===== src/hdl/rbfi_delay.sv =====
module rbfi_delay #(
  parameter int DW    = 8,
  parameter int DEPTH = 1
) (
  input  logic          clk,
  input  logic          rst,
  input  logic          en,
  input  logic          in_valid,
  input  logic [DW-1:0] in_data,
  output logic          out_valid,
  output logic [DW-1:0] out_data
);

  logic [DEPTH-1:0] vld;
  logic [DW-1:0]    dat [DEPTH];

  always_ff @(posedge clk) begin
    if (rst) begin
      vld <= '0;
    end else if (en) begin
      vld[0] <= in_valid;
      for (int i = 1; i < DEPTH; i++) begin
        vld[i] <= vld[i-1];
      end
    end
  end

  always_ff @(posedge clk) begin
    if (en) begin
      dat[0] <= in_data;
      for (int i = 1; i < DEPTH; i++) begin
        dat[i] <= dat[i-1];
      end
    end
  end

  assign out_valid = vld[DEPTH-1];
  assign out_data  = dat[DEPTH-1];

endmodule


===== config.mk =====
export PLATFORM = sky130hd
export DESIGN_NAME = rbfi_delay
export DESIGN_NICKNAME = d
export VERILOG_FILES = /design/src/hdl/rbfi_delay.sv
export SDC_FILE = /design/constraint.sdc
export NUM_CORES = 1
export LEC_CHECK = 0
export ABC_AREA = 1
export BUFFER_PORTS_ARGS = -buffer_cell sky130_fd_sc_hd__buf_2
export CAP_MARGIN = 20
export CORE_AREA = 2 2 39 41
export CTS_BUF_LIST = sky130_fd_sc_hd__clkbuf_8
export CTS_CLUSTER_SIZE = 16
export DETAILED_ROUTE_END_ITERATION = 8
export DIE_AREA = 0 0 41 43
export SLEW_MARGIN = 0
export SYNTH_ARGS = -nofsm -noshare
export SYNTH_HDL_FRONTEND = slang
export SYNTH_SLANG_ARGS = --single-unit

===== constraint.sdc =====
create_clock -name clk -period 0.8 [get_ports clk]
set_input_delay 0.04 -clock clk [delete_from_list [all_inputs] [get_ports clk]]
set_output_delay 0.04 -clock clk [all_outputs]
set_load 0.005 [all_outputs]

Yosys cells after proc, flatten, opt, wreduce, memory -nomap -nowiden
Memory sizes are Yosys's and may differ from the RTL's.
Cells that the tools add are included.
Storage, ports and cells
  flip-flop bits (word level): 1
  bits in writable memories: 8
  bits of input ports: 12
  output and inout bits: 9
  logic and storage cells: 4
  memories: 1
Memory list
  dat: words 1, width 8, read ports 1, clocked after memory_dff 0, wr ports 1, line 15  | logic [DW-1:0] dat [DEPTH];
Operators by class
  multiplexer cells: 2
Operator list (count)
  1-bit 2-to-1 mux: 2

Logic depth before layout (Yosys ltp)
  depth in word-level cells: 2
  gate-level depth with buffers: 4

Least setup slack after synthesis
Ideal clock, no wire load.
  kind: register -> register
  start: register, netlist name out_valid
  end: register vld (netlist: out_valid)
  arrival: 0.458 ns
  data required time: 0.686 ns
  setup slack: 0.228 ns
  stages on the path, launching flop included: 3
  path buffers: 0
  period minus slack after synthesis: 0.572 ns
  path through: dfxtp_1 -> nor2_1 -> nor2_2
RTL lines
  end signal, assigned by index: line 23  | vld[i] <= vld[i-1];
  end, declared: line 14  | logic [DEPTH-1:0] vld;

Final worst setup path
  start: memory dat[0][3]
  end: output port out_data[3]
Between the ends
  cells in the longest elaborated chain, start to end: 1
Ends and longest elaborated chain
  start, declared: line 15
  memory read 1 x 8 bit
  end, declared: line 11  | output logic [DW-1:0] out_data
Every way passes these cells.

==> qor.yml <==
layout:
  antenna_cells: 0
  nFillCells: 134
  layout.nets: 60
  layout_common_cells: "buf_2 (20), edfxtp_1 (8), dlygate4sd3_1 (8)"
  final_common_cell: "buf_2"
  drive_gt1_share_pct: 51.1
  syn_to_final_growth_pct: 86.0
  final_core_util_pct: 38.3
  fin_cells: 63
clock_network:
  postCtsSetupBuffers: 0
  cts_tree: "done"
  ctsHtreeMaxLevel: 1
  clkSlewWorstSetupHoldPaths_ps: 40
  cts.path.max_buffers: 2
  worstSkewPairLatency_ps: 220
  cts.sinks: 9
  clock-root-buffer: "clkbuf_8"
  cts_buffers: 3
synth:
  synth_area_um2: 285
  avgSynthCellArea_um2: 19.0
  synth_top_area_share_pct: 84.2
  synth.distinct_cells: 6
  synth_largest_area_cell: "edfxtp_1"
  synth_area_leaders: "edfxtp_1 (84%), dfxtp_1 (7.0%), inv_1 (2.6%)"
  seq_area_frac_synth_pct: 91.2
  synth_seq_cells: 9
  syn_nets: 27
  synthCells: 15
  yosysWarnings: 0
min_path:
  hp-class: "primary input to flip-flop"
  whs_path_depth: 4
  whs_endpoint: "out_valid$_SDFFE_PP0P_"
  worstHoldStart: "rst"
route:
  wl_per_cell_um: 9.16
  drcViolationCount: 0
  dr.pass1.iters: 2
  first_iter_violations: 5
  drtAntennaViolNets: 0
  drt_wl_total_um: 577
  viasPerCell: 3.57
  vias: 225
critical_path:
  critPathBufInv: 1
  critPathSlowestCell: "edfxtp_1"
  arrival_ps: 730
  cp.required_ps: 760
  crit_fanout: 1
  reg2reg_depth: 2
  path_delay_family: "flip-flops"
  rr_endpoint: "out_valid$_SDFFE_PP0P_"
  critPathMaxStageDelay_ps: 370
  end_kind: "output port"
  crit_type: "flip-flop to output port"
  crit_chain: "buf_2"
  r2r_setup_slack_ps: 220
  worstReg2RegStart: "out_valid$_SDFFE_PP0P_"
  critPathLaunchType: "flip-flop"
power:
  ir_worst_vdd_uv: 828
  powerDensity_mw_per_mm2: 2200
  p_leak_nw: 0.247
floorplanning:
  io_pins: 21
  num_rows: 14
  die_x_um: 41
  core_mm2: 0.00138
  die-area_mm2: 0.00176
  initial_core_util_pct: 20.6
  chipHeight_um: 43
timing:
  post-route-period-util_pct: 95.7
  rsz0062_at_grt: "yes"
  max_freq_ghz: 1.31
  clock_skew_ps: 0
  drv_slew: 0
  relSlewSlack_pct: 86.0
  setup_violations: 0
  min_period_ps: 766
  worstMarginPinSlew_ps: 210
  hold_viol_final: 0
placement:
  io_buffers: 20
  dp_cells: 51
  place_congestion: 0.624
global_routing:
  grt_pass1_vias: 209
  grt_pass1_wl_um: 800
  track_usage_pct: 7.41
  gr-total-overflow: 0
  grt_max_degree: 11
  antenna_found_initial: 0
flow_run:
  timing.max_cap.violations: 0
outcome:
  status: "finished, final reports clean"
## routing by layer
layer | part of all wire, % | global-route usage (%) | vias up
met2 | 33 | 9.38 | 21
li1 | - | - | 115
met1 | 50 | 8.33 | 89
met4 | 0 | 8.00 | 0
met3 | 17 | 3.14 | 0
met5 | 0 | 0 | -
## registers in the layout (all words and copies together), names as in the netlist
signal     cells
out_valid      1
dat            8
## metrics by stage
step | setup WS [ps] | setup TNS, ps | total power, W | hold WS (ps) | instance area, um^2
final | 34.1 | 0 | 0.00117 | 54.8 | 531
after global routing | -2.11 | -2.81 | 0.00122 | 65.1 | 531
after CTS | 24.5 | 0 | 0.00118 | 54.3 | 531
after detailed placement | 227 | 0 | 0.000655 | 221 | 405
after global placement | 232 | 0 | 0.000651 | 218 | 405
after floorplan | 228 | 0 | 0.000585 | 139 | 285
## power breakdown
part | internal [W] | switching, W | leakage, nW
logic | 0.0000699 | 0.0000419 | 0.133
clock network | 0.000332 | 0.000159 | 0.0269
registers | 0.000554 | 0.00000883 | 0.0866
total | 0.000956 | 0.000209 | 0.247
## cells by family (layout without fill, tap and decap cells)
logic type	count (synthesis)	in the layout	share of synthesized area, %
AND/OR/NAND/NOR	4	4	6.14
buffers and inverters	2	34	2.63
flip-flops	9	9	91.2
## layout make-up
class	count	area (um^2)	area share, %
Tap cell	16	20.0	3.77
Sequential cell	9	260	49.1
Multi-Input combinational cell	4	17.5	3.30
Timing Repair Buffer	28	180	34.0
Clock inverter	1	3.75	0.708
Clock buffer	3	41.3	7.78
Inverter	2	7.51	1.42
## cell usage after synthesis
cell type,n
edfxtp_1,8
nor2_2,1
nor2_1,1
nand2_1,2
dfxtp_1,1
inv_1,2
## worst max path at each step
stage / startpoint / depth (start not counted) / slack (ps) / endpoint
final: dat[0][3]$_DFFE_PP_ / 1 / 30 / out_data[3]
after global routing: dat[0][3]$_DFFE_PP_ / 1 / -2 / out_data[3]
after CTS: dat[0][3]$_DFFE_PP_ / 1 / 20 / out_data[3]
after detailed placement: en / 1 / 230 / dat[0][5]$_DFFE_PP_
after global placement: en / 1 / 230 / dat[0][5]$_DFFE_PP_
after floorplan: out_valid$_SDFFE_PP0P_ / 2 / 230 / out_valid$_SDFFE_PP0P_
## timing repair
action | 4_1_cts | 5_1_grt
hold buffers | 8 | 0
setup endpoints to repair | 0 | 2
resized for setup | 0 | 0
hold endpoints to repair | 8 | 0
Power figures use the tool's default switching activity.
