File: config.mk
export PLATFORM = sky130hd
export DESIGN_NAME = rbfi_mul
export DESIGN_NICKNAME = d
export VERILOG_FILES = /design/src/hdl/rbfi_pkg.sv /design/src/hdl/rbfi_mul.sv
export SDC_FILE = /design/constraint.sdc
export NUM_CORES = 2
export LEC_CHECK = 0
export BUFFER_PORTS_ARGS = -buffer_cell sky130_fd_sc_hd__buf_2
export CAP_MARGIN = 10
export CORE_UTILIZATION = 38
export CTS_BUF_LIST = sky130_fd_sc_hd__clkbuf_4 sky130_fd_sc_hd__clkbuf_8
export DETAILED_ROUTE_END_ITERATION = 6
export GPL_ROUTABILITY_DRIVEN = 0
export PLACE_DENSITY_LB_ADDON = 0.2
export SLEW_MARGIN = 5
export SYNTH_ARGS = -nofsm -noshare
export SYNTH_HDL_FRONTEND = slang
export SYNTH_SLANG_ARGS = --single-unit
File: constraint.sdc
create_clock -name clk -period 16.79 [get_ports clk]
set_clock_uncertainty 0.15 [all_clocks]
set_input_delay 2.5185 -clock clk [delete_from_list [all_inputs] [get_ports clk]]
set_output_delay 2.5185 -clock clk [all_outputs]
set_load 0.005 [all_outputs]
File: src/hdl/rbfi_pkg.sv
package rbfi_pkg;

  localparam int COORD_WIDTH_DEF = 32;
  localparam int FRAC_BITS_DEF   = 16;
  localparam int FIELD_WIDTH     = 32;
  localparam int DIST_WIDTH      = 31;
  localparam int FACE_WIDTH      = 3;
  // width of the t slice taken by each multiply step
  localparam int MUL_CHUNK       = 16;

  localparam logic [DIST_WIDTH-1:0] DIST_MAX = {DIST_WIDTH{1'b1}};

  localparam logic [FACE_WIDTH-1:0] FACE_NONE   = 3'd0;
  localparam logic [FACE_WIDTH-1:0] FACE_INSIDE = 3'd1;
  localparam logic [FACE_WIDTH-1:0] FACE_NEG_X  = 3'd2;
  localparam logic [FACE_WIDTH-1:0] FACE_POS_X  = 3'd3;
  localparam logic [FACE_WIDTH-1:0] FACE_NEG_Y  = 3'd4;
  localparam logic [FACE_WIDTH-1:0] FACE_POS_Y  = 3'd5;
  localparam logic [FACE_WIDTH-1:0] FACE_NEG_Z  = 3'd6;
  localparam logic [FACE_WIDTH-1:0] FACE_POS_Z  = 3'd7;

endpackage

File: src/hdl/rbfi_mul.sv
// Unsigned W x QW multiply, one MUL_CHUNK slice of t per stage.
module rbfi_mul #(
  parameter int W  = 32,
  parameter int QW = 48
) (
  input  logic            clk,
  input  logic            en,
  input  logic [W-1:0]    mag,
  input  logic [QW-1:0]   t,
  output logic [W+QW-1:0] prod
);

  localparam int CW  = rbfi_pkg::MUL_CHUNK;
  localparam int NCH = (QW + CW - 1) / CW;
  localparam int TW  = NCH * CW;
  localparam int AW  = W + QW;

  logic [AW-1:0] s_acc [NCH+1];
  logic [W-1:0]  s_mag [NCH+1];
  logic [TW-1:0] s_t   [NCH+1];

  assign s_acc[0] = '0;
  assign s_mag[0] = mag;
  assign s_t[0]   = TW'(t);

  for (genvar k = 0; k < NCH; k++) begin : g_step
    logic [W+CW-1:0] part;
    logic [AW-1:0]   acc;
    logic [W-1:0]    mag_r;
    logic [TW-1:0]   t_r;

    assign part = s_mag[k] * s_t[k][k*CW +: CW];

    always_ff @(posedge clk) begin
      if (en) begin
        acc   <= s_acc[k] + (AW'(part) << (k * CW));
        mag_r <= s_mag[k];
        t_r   <= s_t[k];
      end
    end

    assign s_acc[k+1] = acc;
    assign s_mag[k+1] = mag_r;
    assign s_t[k+1]   = t_r;
  end

  assign prod = s_acc[NCH];

endmodule

### Word-level counts from Yosys, hierarchy flattened

Index checks and enable logic that the tools add are counted.

| storage, ports and cells | value |
|---|---|
| memories | 0 |
| bits in read-only memories | 0 |
| register bits after elaboration | 368 |
| output and inout bits | 80 |
| RAM bits | 0 |
| input bits | 82 |
| logic and storage cells | 12 |
| latch bits | 0 |

| operators by class | value |
|---|---|
| magnitude comparators | 0 |
| reduce and logical (&&, ||, !) cells | 0 |
| shifts and indexed selects | 0 |
| div/mod/pow operators | 0 |
| bitwise logic cells | 0 |
| multiply operators | 3 |
| eq/ne operators | 0 |
| $add $sub $neg | 2 |
| mux-type cells | 0 |

Operators with widths:

| cell | count |
|---|---|
| 32-bit by 16-bit multiplier with 48-bit output | 3 |
| 80-bit adder | 1 |
| 48-bit by 64-bit adder with 65-bit output | 1 |

### Longest topological paths before layout

| logic depth | value |
|---|---|
| depth after elaboration | 2 |
| depth in mapped cells | 37 |
| mapped depth without buffers | 35 |

### Worst setup path before layout

Ideal clock, no wire load.

| path | value |
|---|---|
| kind | input to register |
| start point | input mag[22] |
| end point | register g_step[0].acc[46], data pin |
| stages on the path | 24 |
| required time | 16.376 ns |
| buffers on the path | 2 |
| arrival | 8.410 ns |
| slack | 7.967 ns |
| path through | clkbuf_1 > nand2_1 > fa_1 > inv_1 > fa_1 > inv_1 > fa_1 > fa_1 > fa_1 > inv_1 > fa_1 > ha_1 > clkbuf_1 > a21o_1 > a21o_1 > a21o_1 > a2111oi_0 > o31ai_1 > a21oi_1 > o31ai_1 > nand4_1 > a21oi_1 > a221oi_1 > xnor2_1 |

| on the way | value |
|---|---|
| longest elaborated chain between the ends | 1 |

RTL lines:

| element | RTL line | text |
|---|---|---|
| from (decl) | rbfi_mul.sv:8 | `input logic [W-1:0] mag,` |
| 32-bit by 16-bit multiplier with 48-bit output | rbfi_mul.sv:32 | `assign part = s_mag[k] * s_t[k][k*CW +: CW];` |
| net g_step[0].part[46] | rbfi_mul.sv:27 | `logic [W+CW-1:0] part;` |
| to (signal assigned) | rbfi_mul.sv:36 | `acc <= s_acc[k] + (AW'(part) << (k * CW));` |
| to (decl) | rbfi_mul.sv:28 | `logic [AW-1:0] acc;` |

The timed path passes the listed nets, and every way through them passes these cells.
A chain may end at the register's enable or synchronous reset.

### Worst setup path after layout

| path | value |
|---|---|
| start point | register g_step[0].mag_r[18] |
| end point | register g_step[1].acc[62], data pin |

| on the way | value |
|---|---|
| longest elaborated chain between the ends | 2 |

RTL lines:

| element | RTL line | text |
|---|---|---|
| from (decl) | rbfi_mul.sv:29 | `logic [W-1:0] mag_r;` |
| from (signal assigned) | rbfi_mul.sv:37 | `mag_r <= s_mag[k];` |
| 32-bit by 16-bit multiplier with 48-bit output | rbfi_mul.sv:32 |  |
| 48-bit by 64-bit adder with 65-bit output | rbfi_mul.sv:36 |  |
| to (signal assigned) | rbfi_mul.sv:36 |  |
| to (decl) | rbfi_mul.sv:28 |  |

No other way between the ends.

==> results.toml <==
[synthesis]
synth.ff_latch_count = 305
async_reset_ff_share_pct = 0
synth_area_um2 = 61000
synth_edf_count = 305
syn_nets = 8224
syn_inst = 6455
ys_types = 77
avgSynthCellArea_um2 = 9.44
synth_ff_type = "edfxtp_1"
ys.warnings.count = 0
ys_seq_area_share_pct = 15.0

[grt]
grt_util_all_layers_pct = 22.0
grt_overflow = 0
antenna_found_initial = 9
grt_max_degree = 137
grt_pass1_vias = 47637
grt_first_pass_wirelength_um = 276000

[setup_path]
end_kind = "flop"
cp-start-kind = "flop"
required_ns = 17.14
timing.rr.start = "g_step[0].mag_r[18]$_DFFE_PP_"
cpPeakStageDelay_ns = 1.01
crit_fanout = 17
cpMaxStageDelayCell = "edfxtp_1"
crit_path_start = "g_step[0].mag_r[18]$_DFFE_PP_"
worstSetupPathType = "flop to flop"
cp.arrival_ns = 10.49

[routing]
via_count = 43753
wl_per_cell_um = 20.2
routed_wl_um = 173000
via_per_inst = 5.11
drt_first_pass_iters = 7
drc_errors = 1
antenna_left = 0
drtIter0Drc = 2731

[timing]
slew_violations = 0
rsz0062_at_grt = "no"
min_period_over_period_pct = 60.4
setup_viol = 0
maxSlewHeadroom_pct = 15.8
worst_slew_pin_slew_ns = 1.26
timing.fmax_ghz = 0.0986
setup_tns_ns = 0
finalHoldViolCount = 0
min_period_ns = 10.14

[clocking]
post_cts_resize_count = 0
root_buffer = "clkbuf_8"
cts.sinks = 305
cts_made_buffers = 59
cts_tree = "built"
htreeDepth = 2
cts_buffer_depth = 3
cts_setup_buffers = 0
path_clk_slew_ns = 0.06
insertion_delay_ns = 0.76
hold_buffers = 0

[floorplanning]
die_x_um = 403
num_rows = 146
die_h_um = 403
core_um2 = 159000
pin_count = 162
die_area_um2 = 162000
start_util_pct = 38.4

[placement]
port_buffers = 161
dp_hpwl_um = 132000

[finish]
syn_to_final_growth_pct = 6.61
drive_gt1_share_pct = 4.97
fillers = 15706
nNetsFinal = 8214

[min_path]
worstHoldPathType = "flop to flop"
hold_start = "g_step[0].t_r[36]$_DFFE_PP_"

[job]
maxCapViolations = 0

[outcome]
status = "finished with violations"
violations = "design-rule violations"
[kinds of logic after synthesis]
group | after synthesis | share of synthesized area, %
and+or+nand+nor | 2027 | 15.5
adders and majority gates | 1687 | 50.1
buffers and inverters | 1626 | 10.0
AOI/OAI and AO/OA | 596 | 6.31
DFF | 305 | 15.0
xor gates and xnor gates | 211 | 3.03
muxes | 3 | 0.0513
[cells in the mapped netlist (all sizes together) (10+ instances only)]
cell | n | area, µm²
nand2b | 23 | 144
inv | 1350 | 5070
a21o | 108 | 812
clkbuf | 262 | 983
o31ai | 16 | 120
and2 | 504 | 3150
and4 | 10 | 87.6
nand3 | 41 | 205
nor2 | 117 | 442
o21ai | 102 | 514
a211oi | 25 | 188
xnor2 | 136 | 1190
o21a | 30 | 225
fa | 1256 | 25100
xor2 | 75 | 657
nand4 | 44 | 275
and3 | 18 | 113
nand2 | 1176 | 4410
buf | 14 | 68.8
nor3 | 39 | 200
a21oi | 184 | 921
o21bai | 24 | 180
a31oi | 21 | 131
nor2b | 17 | 106
o211ai | 18 | 150
ha | 431 | 5390
edfxtp | 305 | 9160
[stage by stage]
step                hold slack, ns  utilization [%]  cells  setup WS, ns  instance area [µm²]
global route                 0.267             40.9   8566          6.12                65000
CTS                          0.244             40.9   8564          6.72                65000
finish                       0.248             40.9   8566          6.65                65000
global placement             0.254             40.1   8455          6.78                63700
detailed placement           0.255             40.1   8455          6.73                63700
floorplan                    0.250                -   6455          7.97                61000
[layout by cell type (no fill, tap or decap), drive strengths merged, types with 6 or more instances in the layout]
| cell type | count |
|---|---|
| inv | 1352 |
| edfxtp | 305 |
| and4 | 10 |
| and2 | 504 |
| clkinvlp | 7 |
| a31oi | 21 |
| ha | 431 |
| or2 | 6 |
| a21oi | 184 |
| bufinv | 8 |
| o31ai | 16 |
| o21bai | 24 |
| nor3 | 39 |
| xnor2 | 136 |
| clkbuf | 68 |
| nand2 | 1176 |
| a21o | 108 |
| o21a | 30 |
| buf | 205 |
| a221oi | 8 |
| nand2b | 23 |
| and3 | 18 |
| xor2 | 75 |
| nor4 | 8 |
| nor2b | 17 |
| a211oi | 25 |
| o211ai | 18 |
| fa | 1256 |
| or3 | 7 |
| a41oi | 6 |
| nor2 | 117 |
| nand3 | 41 |
| nand4 | 44 |
| clkinv | 24 |
| o21ai | 102 |
[layer usage]
layer	global-route usage, %	vias to the layer above	routed length [µm]
li1	-	19638	-
met1	30.1	22488	77100
met2	36.1	1389	80600
met3	3.30	236	10900
met4	6.15	2	4670
met5	0	-	20
[flip-flops by register name, summed over array words and instances, names as in the netlist]
| name | flops |
|---|---|
| g_step.acc | 113 |
| prod | 80 |
| g_step.mag_r | 64 |
| g_step.t_r | 48 |
[layout make-up]
class / instances / area (µm²) / area share, %
Clock inverter: 41 / 434 / 0.668
Inverter: 1350 / 5070 / 7.80
Timing Repair Buffer: 205 / 1170 / 1.79
Multi-Input combinational cell: 4524 / 45700 / 70.3
Antenna cell: 1 / 2.50 / 0.00385
Clock buffer: 68 / 886 / 1.36
Tap cell: 2072 / 2590 / 3.99
Sequential cell: 305 / 9160 / 14.1
[worst max-delay path, delay by kind of cell, from the launching register on]
| kind | cells | cell delay [ns] |
|---|---|---|
| XOR/XNOR | 2 | 0.23 |
| AO/OA/AOI/OAI | 7 | 1.96 |
| buffers and inverters | 6 | 0.30 |
| flip-flops | 1 | 1.01 |
| adder cells (fa/ha/maj) | 8 | 3.81 |
| AND/OR/NAND/NOR | 11 | 2.38 |
[path summary, 6_finish.rpt]
kind                                      end  slack, ns  cells after the start
setup / recovery  g_step[1].acc[62]$_DFFE_PP_       6.65                     34
hold / removal    g_step[1].t_r[36]$_DFFE_PP_       0.25                      0
setup reg to reg  g_step[1].acc[62]$_DFFE_PP_       6.65                     34
hold reg to reg   g_step[1].t_r[36]$_DFFE_PP_       0.25                      0
Power is not shown: default switching activity piles up to over one toggle a cycle in this logic, so the estimate is an artifact.
